--- src/design/stpq_pkg.sv ---
// Shared types, constants and helpers for the stable three-level priority queue.
package stpq_pkg;

  localparam int unsigned CAPACITY = 16;
  localparam int unsigned CNT_W    = $clog2(CAPACITY + 1);
  localparam int unsigned ID_W     = 16;

  typedef enum logic [0:0] {
    OP_INSERT = 1'b0,
    OP_SERVE  = 1'b1
  } op_e;

  typedef enum logic [1:0] {
    COND_NORMAL   = 2'd0,
    COND_URGENT   = 2'd1,
    COND_CRITICAL = 2'd2,
    COND_SPARE    = 2'd3
  } cond_e;

  localparam logic [1:0] PRIO_NONE     = 2'd0;
  localparam logic [1:0] PRIO_NORMAL   = 2'd1;
  localparam logic [1:0] PRIO_URGENT   = 2'd2;
  localparam logic [1:0] PRIO_CRITICAL = 2'd3;

  typedef struct packed {
    op_e             op;
    logic [ID_W-1:0] entry_id;
    logic [1:0]      condition_code;
  } in_item_t;

  typedef struct packed {
    logic            served_valid;
    logic [ID_W-1:0] served_id;
    logic [1:0]      served_priority;
    logic            dropped;
    logic [4:0]      occupancy;
    logic            is_empty;
    logic [ID_W-1:0] front_id;
    logic [1:0]      front_priority;
  } out_item_t;

  // request handed from the input register to the store
  typedef struct packed {
    op_e             op;
    logic [ID_W-1:0] id;
    logic [1:0]      prio;
  } cmd_t;

  function automatic logic [1:0] level_of(logic [1:0] code);
    logic [1:0] lvl;
    unique case (code)
      COND_CRITICAL: lvl = PRIO_CRITICAL;
      COND_URGENT:   lvl = PRIO_URGENT;
      default:       lvl = PRIO_NORMAL;
    endcase
    return lvl;
  endfunction

endpackage

--- src/design/stpq_store.sv ---
// Sorted slot array with parallel compare and shift, one command per cycle.
module stpq_store (
  input  logic               clk_i,
  input  logic               rst_ni,
  input  logic               cmd_valid_i,
  input  stpq_pkg::cmd_t     cmd_i,
  output stpq_pkg::out_item_t result_o
);
  import stpq_pkg::*;

  logic [ID_W-1:0]  ids_q   [CAPACITY];
  logic [ID_W-1:0]  ids_d   [CAPACITY];
  logic [1:0]       prios_q [CAPACITY];
  logic [1:0]       prios_d [CAPACITY];
  logic [CNT_W-1:0] count_q, count_d;
  logic [CAPACITY-1:0] ge;
  logic             full, empty;

  assign full  = (count_q == CNT_W'(CAPACITY));
  assign empty = (count_q == '0);

  // slots ahead of the new entry: stored and of equal or higher priority
  always_comb begin
    for (int i = 0; i < CAPACITY; i++) begin
      ge[i] = (CNT_W'(i) < count_q) && (prios_q[i] >= cmd_i.prio);
    end
  end

  always_comb begin
    count_d = count_q;
    for (int i = 0; i < CAPACITY; i++) begin
      ids_d[i]   = ids_q[i];
      prios_d[i] = prios_q[i];
    end
    result_o = '0;
    if (cmd_valid_i) begin
      unique case (cmd_i.op)
        OP_INSERT: begin
          if (full) begin
            result_o.dropped = 1'b1;
          end else begin
            for (int i = 0; i < CAPACITY; i++) begin
              if (ge[i]) begin
                ids_d[i]   = ids_q[i];
                prios_d[i] = prios_q[i];
              end else if (i == 0) begin
                ids_d[i]   = cmd_i.id;
                prios_d[i] = cmd_i.prio;
              end else if (ge[(i == 0) ? 0 : i - 1]) begin
                ids_d[i]   = cmd_i.id;
                prios_d[i] = cmd_i.prio;
              end else begin
                ids_d[i]   = ids_q[(i == 0) ? 0 : i - 1];
                prios_d[i] = prios_q[(i == 0) ? 0 : i - 1];
              end
            end
            count_d = count_q + CNT_W'(1);
          end
        end
        OP_SERVE: begin
          if (!empty) begin
            result_o.served_valid    = 1'b1;
            result_o.served_id       = ids_q[0];
            result_o.served_priority = prios_q[0];
            // advance every slot one place towards the front
            for (int i = 0; i < CAPACITY - 1; i++) begin
              ids_d[i]   = ids_q[i+1];
              prios_d[i] = prios_q[i+1];
            end
            count_d = count_q - CNT_W'(1);
          end
        end
        default: ;
      endcase
    end
    result_o.occupancy      = 5'(count_d);
    result_o.is_empty       = (count_d == '0);
    result_o.front_id       = (count_d == '0) ? '0 : ids_d[0];
    result_o.front_priority = (count_d == '0) ? PRIO_NONE : prios_d[0];
  end

  always_ff @(posedge clk_i or negedge rst_ni) begin
    if (!rst_ni) begin
      count_q <= '0;
    end else begin
      count_q <= count_d;
    end
  end

  always_ff @(posedge clk_i) begin
    for (int i = 0; i < CAPACITY; i++) begin
      ids_q[i]   <= ids_d[i];
      prios_q[i] <= prios_d[i];
    end
  end

endmodule

--- src/design/stable_three_level_priority_queue_core.sv ---
// Top level of the stable three-level priority queue: input and result registers.
//
// Bounded stable priority queue of CAPACITY entries. An item is taken on any cycle
// with start_i high; busy_o never rises, so one item per cycle is sustained. Each
// item yields exactly one result, strobed by result_valid_o for a single cycle. The
// transfer loads the input register, and the result register is then loaded from it
// through the slot array's parallel compare and shift. Results cannot be held off;
// the receiver must take each on the cycle it is shown.
module stable_three_level_priority_queue_core (
  input  logic                clk_i,
  input  logic                rst_ni,
  input  logic                start_i,
  input  stpq_pkg::in_item_t  item_i,
  output logic                busy_o,
  output logic                result_valid_o,
  output stpq_pkg::out_item_t result_o
);
  import stpq_pkg::*;

  logic      in_valid_q;
  cmd_t      cmd_q, cmd_d;
  logic      res_valid_q;
  out_item_t res_q;
  out_item_t res_d;
  logic      accept;

  assign busy_o = 1'b0;
  assign accept = start_i && !busy_o;

  always_comb begin
    cmd_d.op   = item_i.op;
    cmd_d.id   = item_i.entry_id;
    cmd_d.prio = level_of(item_i.condition_code);
  end

  stpq_store u_store (
    .clk_i       (clk_i),
    .rst_ni      (rst_ni),
    .cmd_valid_i (in_valid_q),
    .cmd_i       (cmd_q),
    .result_o    (res_d)
  );

  always_ff @(posedge clk_i or negedge rst_ni) begin
    if (!rst_ni) begin
      in_valid_q  <= 1'b0;
      res_valid_q <= 1'b0;
    end else begin
      in_valid_q  <= accept;
      res_valid_q <= in_valid_q;
    end
  end

  always_ff @(posedge clk_i) begin
    if (accept) begin
      cmd_q <= cmd_d;
    end
    if (in_valid_q) begin
      res_q <= res_d;
    end
  end

  assign result_valid_o = res_valid_q;
  assign result_o       = res_q;

endmodule

--- config.mk ---
export PLATFORM = sky130hd
export DESIGN_NAME = stable_three_level_priority_queue_core
export DESIGN_NICKNAME = d
export VERILOG_FILES = /design/src/design/stpq_pkg.sv /design/src/design/stpq_store.sv /design/src/design/stable_three_level_priority_queue_core.sv
export SDC_FILE = /design/constraint.sdc
export NUM_CORES = 1
export LEC_CHECK = 0
export ABC_CLOCK_PERIOD_IN_PS = 5300
export BUFFER_PORTS_ARGS = -buffer_cell sky130_fd_sc_hd__buf_2
export CAP_MARGIN = 10
export CORE_ASPECT_RATIO = 1.1
export CORE_MARGIN = 2
export CORE_UTILIZATION = 30
export DETAILED_ROUTE_END_ITERATION = 16
export GPL_TIMING_DRIVEN = 0
export PLACE_DENSITY_LB_ADDON = 0.3
export SYNTH_ARGS = -nofsm -noshare
export SYNTH_HDL_FRONTEND = slang
export SYNTH_SLANG_ARGS = --single-unit
--- constraint.sdc ---
create_clock -name clk_i -period 5.3 [get_ports clk_i]
set_clock_uncertainty 0.2 [all_clocks]
set_input_delay 0.53 -clock clk_i [delete_from_list [all_inputs] [get_ports clk_i]]
set_output_delay 0.53 -clock clk_i [all_outputs]
set_load 0.005 [all_outputs]
# == After elaboration in Yosys (flattened, before gate mapping) ==
# Memory sizes are Yosys's and may differ from the RTL's.
# Index checks and enable logic that the tools add are counted.
# word_totals
inputBits,22
mem_count,2
out_inout_bits,46
ramBits,288
word_cells,152
regBits,70
# mem_list
memory,depth,word_bits,read_ports,rd_ports_with_merged_regs,wr,line,source
u_store.ids_q,16,16,16,0,16,stpq_store.sv:11,logic [ID_W-1:0] ids_q [CAPACITY];
u_store.prios_q,16,2,16,0,16,stpq_store.sv:13,logic [1:0] prios_q [CAPACITY];
# op_classes
magnitude_cmp,32
addsub,2
n_eq_ne,3
reduce_logical,19
muxes,79
n_bitwise,1
# ops
operator,n
16-bit two-way mux,32
256-bit two-way mux,2
240-bit case mux with 2 select lines,1
240-bit two-way mux,1
2-bit two-way mux,32
32-bit two-way mux,2
30-bit case mux with 2 select lines,1
"4-bit by 5-bit less-than comparator with 1-bit output, first input constant",8
2-bit greater-or-equal comparator,16
30-bit two-way mux,1
"3-bit by 5-bit less-than comparator with 1-bit output, first input constant",4
19-bit two-way mux,1
1-bit logical AND,16
5-bit two-way mux,3
5-bit zero test,2
"1-bit by 5-bit less-than comparator with 1-bit output, first input constant",2
"2-bit by 5-bit less-than comparator with 1-bit output, first input constant",2
5-bit case mux with 2 select lines,1
"5-bit by 1-bit adder with 5-bit output, second input constant",1
"5-bit equality test, second input constant",1
"5-bit by 1-bit subtractor with 5-bit output, second input constant",1
2-bit case mux with 2 select lines,1
"2-bit by 1-bit equality test with 1-bit output, second input constant",1
"2-bit equality test, second input constant",1
3 further kinds,3

# == Depth between registers and ports, before layout ==
# Gate-level depths: netlist (run 1).
# An unclocked memory read counts as a cell.
# depth
depth_word,8
depth_mapped,10
ltp_nobuf,7

# == Hierarchy ==
# A second synthesis (run 1) with hierarchy kept.
# hier_totals
cells_unflattened,1552
area_unflattened_um2,17993.5
# modules_own_cells
module,n_inst,area_per_inst_um2,cells_per_inst,seq_area_each_um2
stpq_store,1,16016.6,1481,8593.2
stable_three_level_priority_queue_core,1,1976.9,71,1941.9

# == Least setup slack after synthesis (run 1) ==
# No wires, ideal clock.
# synth_timing
path_kind,reg-to-reg
from,"reg, netlist name cmd_q[1]"
to,mem u_store.ids_q[2][0] (netlist: u_store.ids_q[0][32]) (enable)
slack_ns,1.166
synth_period_minus_slack_ns,4.134
setup_time_ns,0.421
arrival_time_ns,3.514
path_stages_with_launch,10
required_ns,4.679
path_cell_list,edfxtp_1 clkbuf_1 clkbuf_1 inv_1 ha_1 a21oi_1 a21oi_1 buf_2 buf_1 a21boi_0
# synth_lines
item,line
"end, declared",stpq_store.sv:11

==> out/metrics.csv, run 1 <==
metric,value,unit
run status,finished clean,
Post-DP Area,0.01947,mm^2
routed wire length,46790,um
Clk pwr share,22.4,%
H-tree depth,2,
root buffer cell,clkbuf_16,
initial antenna violation count,0,
Crit path top cell by count,clkbuf_1,
vias,12620,
slowest cell on the critical path,nor2_1,
CP Cell Sequence,"clkbuf_1, inv_1, ha_1, nor4b_4, clkbuf_1, nor2_1, clkbuf_1, clkbuf_1, nand2_1, o21ai_0",
fin crit share,83.66,%
Synth async-reset ratio,1.955,%
Hold Path Class,input pin to async pin,
Via density,5.055,
DRT Pass-1 Iters,5,
Internal,8.027,mW
endpoint type of the worst setup path,flop,
clock sinks,358,
max_cap viols,0,
largest net degree at the start of global routing,39,
Final setup viols,0,
Die W,237.2,um
Layout area overhead,16.73,%
gpl congestion,0.7920,
routed len/inst,18.74,um
fin nets,1755,
combinational group share of total power,36.5,%
#FFs+latches synth,358,
layout cell share with drive strength beyond 1,12.50,%
minimum clock period,4.434,ns
switching pwr,4.439,mW
synthesized instance count,1554,
Die Span Y,260.5,um
WP data required,5.48,ns
HPWL Detailed,35650,um
PortBufs,66,
Crit Path Max Fanout,10,
clock latency at the later pin of the worst-skew pair,0.57,ns
final count of hold timing violations,0,
post-route setup TNS,0,ns
vias in the first global route,13390,
core area,0.05951,mm^2
CTS tree,yes,
Main synth FF type,edfxtp_1,
DRC,0,
first-pass GRT wire length,73660,um
Max rail drop VDD,0.1963,mV
Lkg Pwr,7.728,nW
drt first-iter violations,844,
Reg power frac,41.1,%
# IOs,68,
Post-synth EDFFs,333,
RSZ-0062 raised after global routing,false,
cell row count,94,
post-synthesis net count,1613,
Worst path max stage delay,0.85,ns
worst setup path class,flop to flop,
CP Launch Type,flop,
total congestion overflow,0,
Mapped Area,0.01794,mm^2
Routed Antenna Nets,0,
Overall Global Routing Usage,14.97,%
CTS resizes,0,
max-slew violations,0,
Setup WS pre-CTS,0.8075,ns
Crit path arrival time,4.61,ns
relative slew slack,30.55,%
Antenna diodes,0,
Setup WS post-layout,0.8659,ns
Switching Share,35.61,%
Die ar.,0.06179,mm^2
fmax,225.5,MHz
clk slew on worst S/H paths,0.06,ns
Clock Tree Buf Depth,3,
post-synthesis sequential area ratio,58.71,%
"Avg Cell Area, Syn",11.55,um^2
Hold Slack,0.1432,ns
Initial Util,30.15,%
Synth cell types,47,
Ys Warns,0,
Tightest Pin Transition,1.035,ns
final instance area,0.02095,mm^2
P per Cell Area,595.2,mW/mm^2
cts bufs inserted,41,
[cell usage in the layout, fill, tap and decap left out, types with 2 or more instances in the layout]
master         netlist  final
buf_6                1     15
nor3b_1              2      2
clkinv_1             0      6
edfxtp_1           333    333
bufinv_16            0      2
dfxtp_1             18     18
and2_1              19     19
clkbuf_8             0      4
nor2_1               6      6
nor2_2               8      8
a21oi_1             27     27
o21ai_0            254    254
dlygate4sd3_1        0     18
clkbuf_16            0     42
o21a_1               2      2
mux2i_1            252    252
and3_1               2      2
dfrtp_1              7      6
o32a_1               2      2
inv_1               43     43
nand3_1              3      3
a21o_1               2      2
nand4_1              2      2
a21boi_2             0     14
buf_1                6      6
o211ai_1            19     19
o311ai_0            18     18
clkbuf_1            90     97
a31oi_1              2      2
nand2_1            281    281
ha_1                37     37
buf_2               26     92
mux2_2              18     18
nor3_1              25     25
nand2b_1            18     18
clkinv_2             0     12
[cell usage after synthesis, types with 2 or more instances]
library cell	count	area share, %
o21ai_0	254	7.1
nor3b_1	2	0.084
edfxtp_1	333	56
and3_1	2	0.070
and2_1	19	0.66
a21boi_0	14	0.59
o32a_1	2	0.11
dfrtp_1	7	0.98
nand2b_1	18	0.63
nand2_1	281	5.9
buf_2	26	0.73
a31oi_1	2	0.070
dfxtp_1	18	2.0
a21oi_1	27	0.75
mux2i_1	252	14
nor3_1	25	0.70
inv_1	43	0.90
nor2_1	6	0.13
o211ai_1	19	0.79
o21a_1	2	0.084
a21o_1	2	0.084
nand4_1	2	0.070
o311ai_0	18	0.88
mux2_2	18	1.1
ha_1	37	2.6
nor2_2	8	0.28
buf_1	6	0.13
clkbuf_1	90	1.9
nand3_1	3	0.084
[layer usage]
metal  up-vias  track usage, %  wire [um]
li1       5969               -          -
met1      6386           20.06      22050
met2       208           25.34      22290
met3        54           2.073       1531
met4         0           4.298        914
met5         -               0          0
[timing repair]
| action | CTS | global route |
|---|---|---|
| hold endpoints to repair | 24 | 0 |
| setup buffers | 0 | 0 |
| hold buffers | 18 | 0 |
[final timing paths]
path                                       startpoint                    end  slack (ns)  depth (start not counted)
min in group clk_i                          item_i[0]               cmd_q[1]        0.15                          3
worst min-delay path                           rst_ni             in_valid_q        0.14                          2
worst max register to register     u_store.count_q[1]   u_store.ids_q[1][97]        0.87                         10
worst max-delay path               u_store.count_q[1]   u_store.ids_q[1][97]        0.87                         10
max in group asynchronous                      rst_ni     u_store.count_q[4]        4.57                          2
worst min register to register  u_store.ids_q[1][120]  u_store.ids_q[1][104]        0.33                          2
[metrics by stage]
stage / instances / util (%) / power, mW
global placement: 2388 / 32.32 / 9.535
CTS: 2496 / 35.19 / 12.55
detailed placement: 2403 / 32.71 / 9.737
global route: 2496 / 35.19 / 13.26
floorplan: 1554 / - / 8.266
finish: 2496 / 35.19 / 12.47
[logic make-up (layout without fill, tap and decap cells)]
family | count (synthesis) | in the layout | share of synthesized area (%)
buf+inv | 168 | 342 | 3.758
xor+xnor | 2 | 2 | 0.09764
mux | 270 | 270 | 15.19
flops | 358 | 358 | 58.71
compound gates | 345 | 345 | 10.68
simple gates | 373 | 373 | 8.967
other cells | 1 | 1 | 0.02090
fa+ha+maj | 37 | 37 | 2.580
[critical path, delay by kind of cell (launching register included)]
| family | cells | cell delay, ns |
|---|---|---|
| simple gates | 3 | 1.14 |
| flops | 1 | 0.42 |
| fa+ha+maj | 1 | 0.30 |
| compound gates | 1 | 0.10 |
| buf+inv | 5 | 2.07 |
[power by group through the flow]
stage	Clock (mW)	Combinational, mW	Sequential [mW]
after CTS	2.83	4.59	5.13
after global placement	0	4.32	5.21
final	2.79	4.55	5.13
after global routing	2.94	5.07	5.25
after detailed placement	0	4.57	5.17
after floorplan	0	3.27	5.00
[state kept, by name (all words and copies together) (netlist names)]
register	count
cmd_q	19
u_store.ids_q	256
u_store.count_q	5
result_o	44
in_valid_q	1
u_store.prios_q	32
result_valid_o	1
[area by class of cell]
cell class	count	area, um^2
Timing Repair Buffer	99	688.2
Fill cell	5988	38570
Clock buffer	53	1132
Inverter	44	165.2
Buffer	124	509.2
Tap cell	768	960.9
Clock inverter	22	166.4
Multi-Input combinational cell	1028	6787
Sequential cell	358	10540
Power figures use the tool's default switching activity.
==> run 2, diff against run 1 <==
--- a/config.mk
+++ b/config.mk
@@ -5,7 +5,7 @@
 export SDC_FILE = /design/constraint.sdc
 export NUM_CORES = 1
 export LEC_CHECK = 0
-export ABC_CLOCK_PERIOD_IN_PS = 5300
+export ABC_CLOCK_PERIOD_IN_PS = 4450
 export BUFFER_PORTS_ARGS = -buffer_cell sky130_fd_sc_hd__buf_2
 export CAP_MARGIN = 10
 export CORE_ASPECT_RATIO = 1.1
==> constraint.sdc (replaced) <==
create_clock -name clk_i -period 4.45 [get_ports clk_i]
set_clock_uncertainty 0.2 [all_clocks]
set_input_delay 0.445 -clock clk_i [delete_from_list [all_inputs] [get_ports clk_i]]
set_output_delay 0.445 -clock clk_i [all_outputs]
set_load 0.005 [all_outputs]
==> out/metrics.csv, run 2 (synthesis gave the netlist of run 1 again) <==
metric,value,unit,change
run status,finished clean,,
vias in the first global route,13390,,unchanged
Initial Util,30.15,%,unchanged
Routed Antenna Nets,0,,unchanged
initial antenna violation count,0,,unchanged
CP Cell Sequence,"clkbuf_1, inv_1, ha_1, and4bb_2, nor2_1, clkbuf_1, clkbuf_1, o21a_2",,
max-slew violations,0,,unchanged
Setup WS pre-CTS,-0.04251,ns,-0.8500 ns
CP Launch Type,flop,,
worst setup path class,flop to flop,,
P per Cell Area,708.7,mW/mm^2,+19%
relative slew slack,28.96,%,-1.6 points
DRC,0,,unchanged
max reg flops,256,,unchanged
HPWL Detailed,35650,um,unchanged
DRT Pass-1 Iters,4,,-1
fin crit share,93.57,%,+9.9 points
Overall Global Routing Usage,14.97,%,about the same
clock latency at the later pin of the worst-skew pair,0.57,ns,about the same
Layout area overhead,16.89,%,
cell row count,94,,unchanged
max_cap viols,0,,unchanged
Lkg Pwr,7.734,nW,about the same
Via density,5.057,,about the same
fin nets,1755,,unchanged
Die W,237.2,um,unchanged
CP bufs+invs,4,,-1
drt first-iter violations,858,,+1.7%
Worst path max stage delay,0.66,ns,-0.19 ns
root buffer cell,clkbuf_16,,
Biggest register,u_store.ids_q,,
Tightest Pin Transition,1.058,ns,+0.02375 ns
gpl congestion,0.7920,,unchanged
# IOs,68,,unchanged
CTS tree,yes,,
"commonest cells after routing, fill and taps aside","edfxtp_1, nand2_1, o21ai_0",,
Crit path top cell by count,clkbuf_1,,
Setup WS post-layout,0.2860,ns,-0.5799 ns
Die Span Y,260.5,um,unchanged
minimum clock period,4.164,ns,-0.2701 ns
Worst path top cell family by delay,buffers and inverters,,
Crit path arrival time,4.15,ns,-0.46 ns
vias,12620,,+0.040%
cts bufs inserted,41,,unchanged
fmax,240.2,MHz,+6.5%
Clock Tree Buf Depth,3,,unchanged
"commonest non-fill, non-tap cell in the layout",edfxtp_1,,
Antenna diodes,0,,unchanged
Hold Path Class,input pin to async pin,,
final count of hold timing violations,0,,unchanged
H-tree depth,2,,unchanged
PortBufs,66,,unchanged
clk slew on worst S/H paths,0.06,ns,about the same
Final setup viols,0,,unchanged
routed len/inst,18.75,um,about the same
post-layout util,35.24,%,+0.048 points
largest net degree at the start of global routing,39,,unchanged
RSZ-0062 raised after global routing,false,,
slowest cell on the critical path,clkbuf_1,,
endpoint type of the worst setup path,flop,,
layout cell share with drive strength beyond 1,12.73,%,+0.23 points
WP data required,4.43,ns,-1.05 ns
Die ar.,0.06179,mm^2,unchanged
Max rail drop VDD,0.2343,mV,+19%
core area,0.05951,mm^2,unchanged
clock sinks,358,,unchanged
routed wire length,46800,um,about the same
Layout fillers,5991,,+0.050%
Crit Path Max Fanout,18,,+8
first-pass GRT wire length,73680,um,about the same
total congestion overflow,0,,unchanged
==> run 2: final timing paths <==
path / start / to / slack [ns] / cells past startpoint
worst max-delay path: u_store.count_q[1] / u_store.ids_q[1][115] / 0.29 / 8
worst min-delay path: rst_ni / in_valid_q / 0.06 / 2
worst max register to register: u_store.count_q[1] / u_store.ids_q[1][115] / 0.29 / 8
worst min register to register: u_store.ids_q[1][120] / u_store.ids_q[1][104] / 0.33 / 2
max in group asynchronous: rst_ni / u_store.count_q[4] / 3.80 / 2
min in group clk_i: item_i[0] / cmd_q[1] / 0.07 / 3
==> run 2: area by class of cell <==
cell class / instances / area (um^2) / share of cell area [%]
Inverter: 44 / 168.9 / 0.8053
Multi-Input combinational cell: 1028 / 6808 / 32.46
Buffer: 123 / 505.5 / 2.410
Sequential cell: 358 / 10540 / 50.24
Clock inverter: 22 / 166.4 / 0.7934
Tap cell: 768 / 960.9 / 4.582
Timing Repair Buffer: 100 / 695.7 / 3.317
Clock buffer: 53 / 1132 / 5.399
==> run 2: metrics by stage <==
| stage | instance area, um^2 | power, mW | hold WS [ns] | instances | TNS [ns] |
|---|---|---|---|---|---|
| 3_5_place_dp | 19470 | 11.60 | 0.1097 | 2403 | -0.1712 |
| 6_report | 20970 | 14.86 | 0.05831 | 2496 | 0 |
| 3_3_place_gp | 19230 | 11.36 | 0.1113 | 2388 | -388.10 |
| 2_1_floorplan | 17940 | 9.844 | -0.05059 | 1554 | 0 |
| 4_1_cts | 20960 | 14.95 | 0.04642 | 2496 | 0 |
| 5_1_grt | 20970 | 15.80 | 0.07258 | 2496 | 0 |
==> run 2: per-layer routing <==
layer  wire, um  vias up  share of wire, %  global-route usage (%)
li1           -     5973                 -                       -
met1      21980     6387                47                   20.07
met2      22290      206                48                   25.34
met3       1590       56               3.4                   2.073
met4        932        0               2.0                   4.298
met5          0        -                 0                       0
==> run 2: report_power, final <==
part	switching (mW)	leakage, nW	internal, mW
logic	3.23	3.58	2.20
registers	0.657	3.50	5.45
clock network	1.41	0.646	1.91
==> run 2: what timing repair did <==
action,CTS,global route
hold buffers,18,0
setup buffers,0,1
hold endpoints to repair,24,0
setup endpoints to repair,27,41
resized for setup,3,3
==> run 2: worst register-to-register path, cell delays in order (launching register included) <==
cell,delay [ns]
dfrtp_1,0.43
clkbuf_1,0.41
inv_1,0.17
ha_1,0.30
and4bb_2,0.30
nor2_1,0.27
clkbuf_1,0.45
clkbuf_1,0.66
o21a_2,0.59
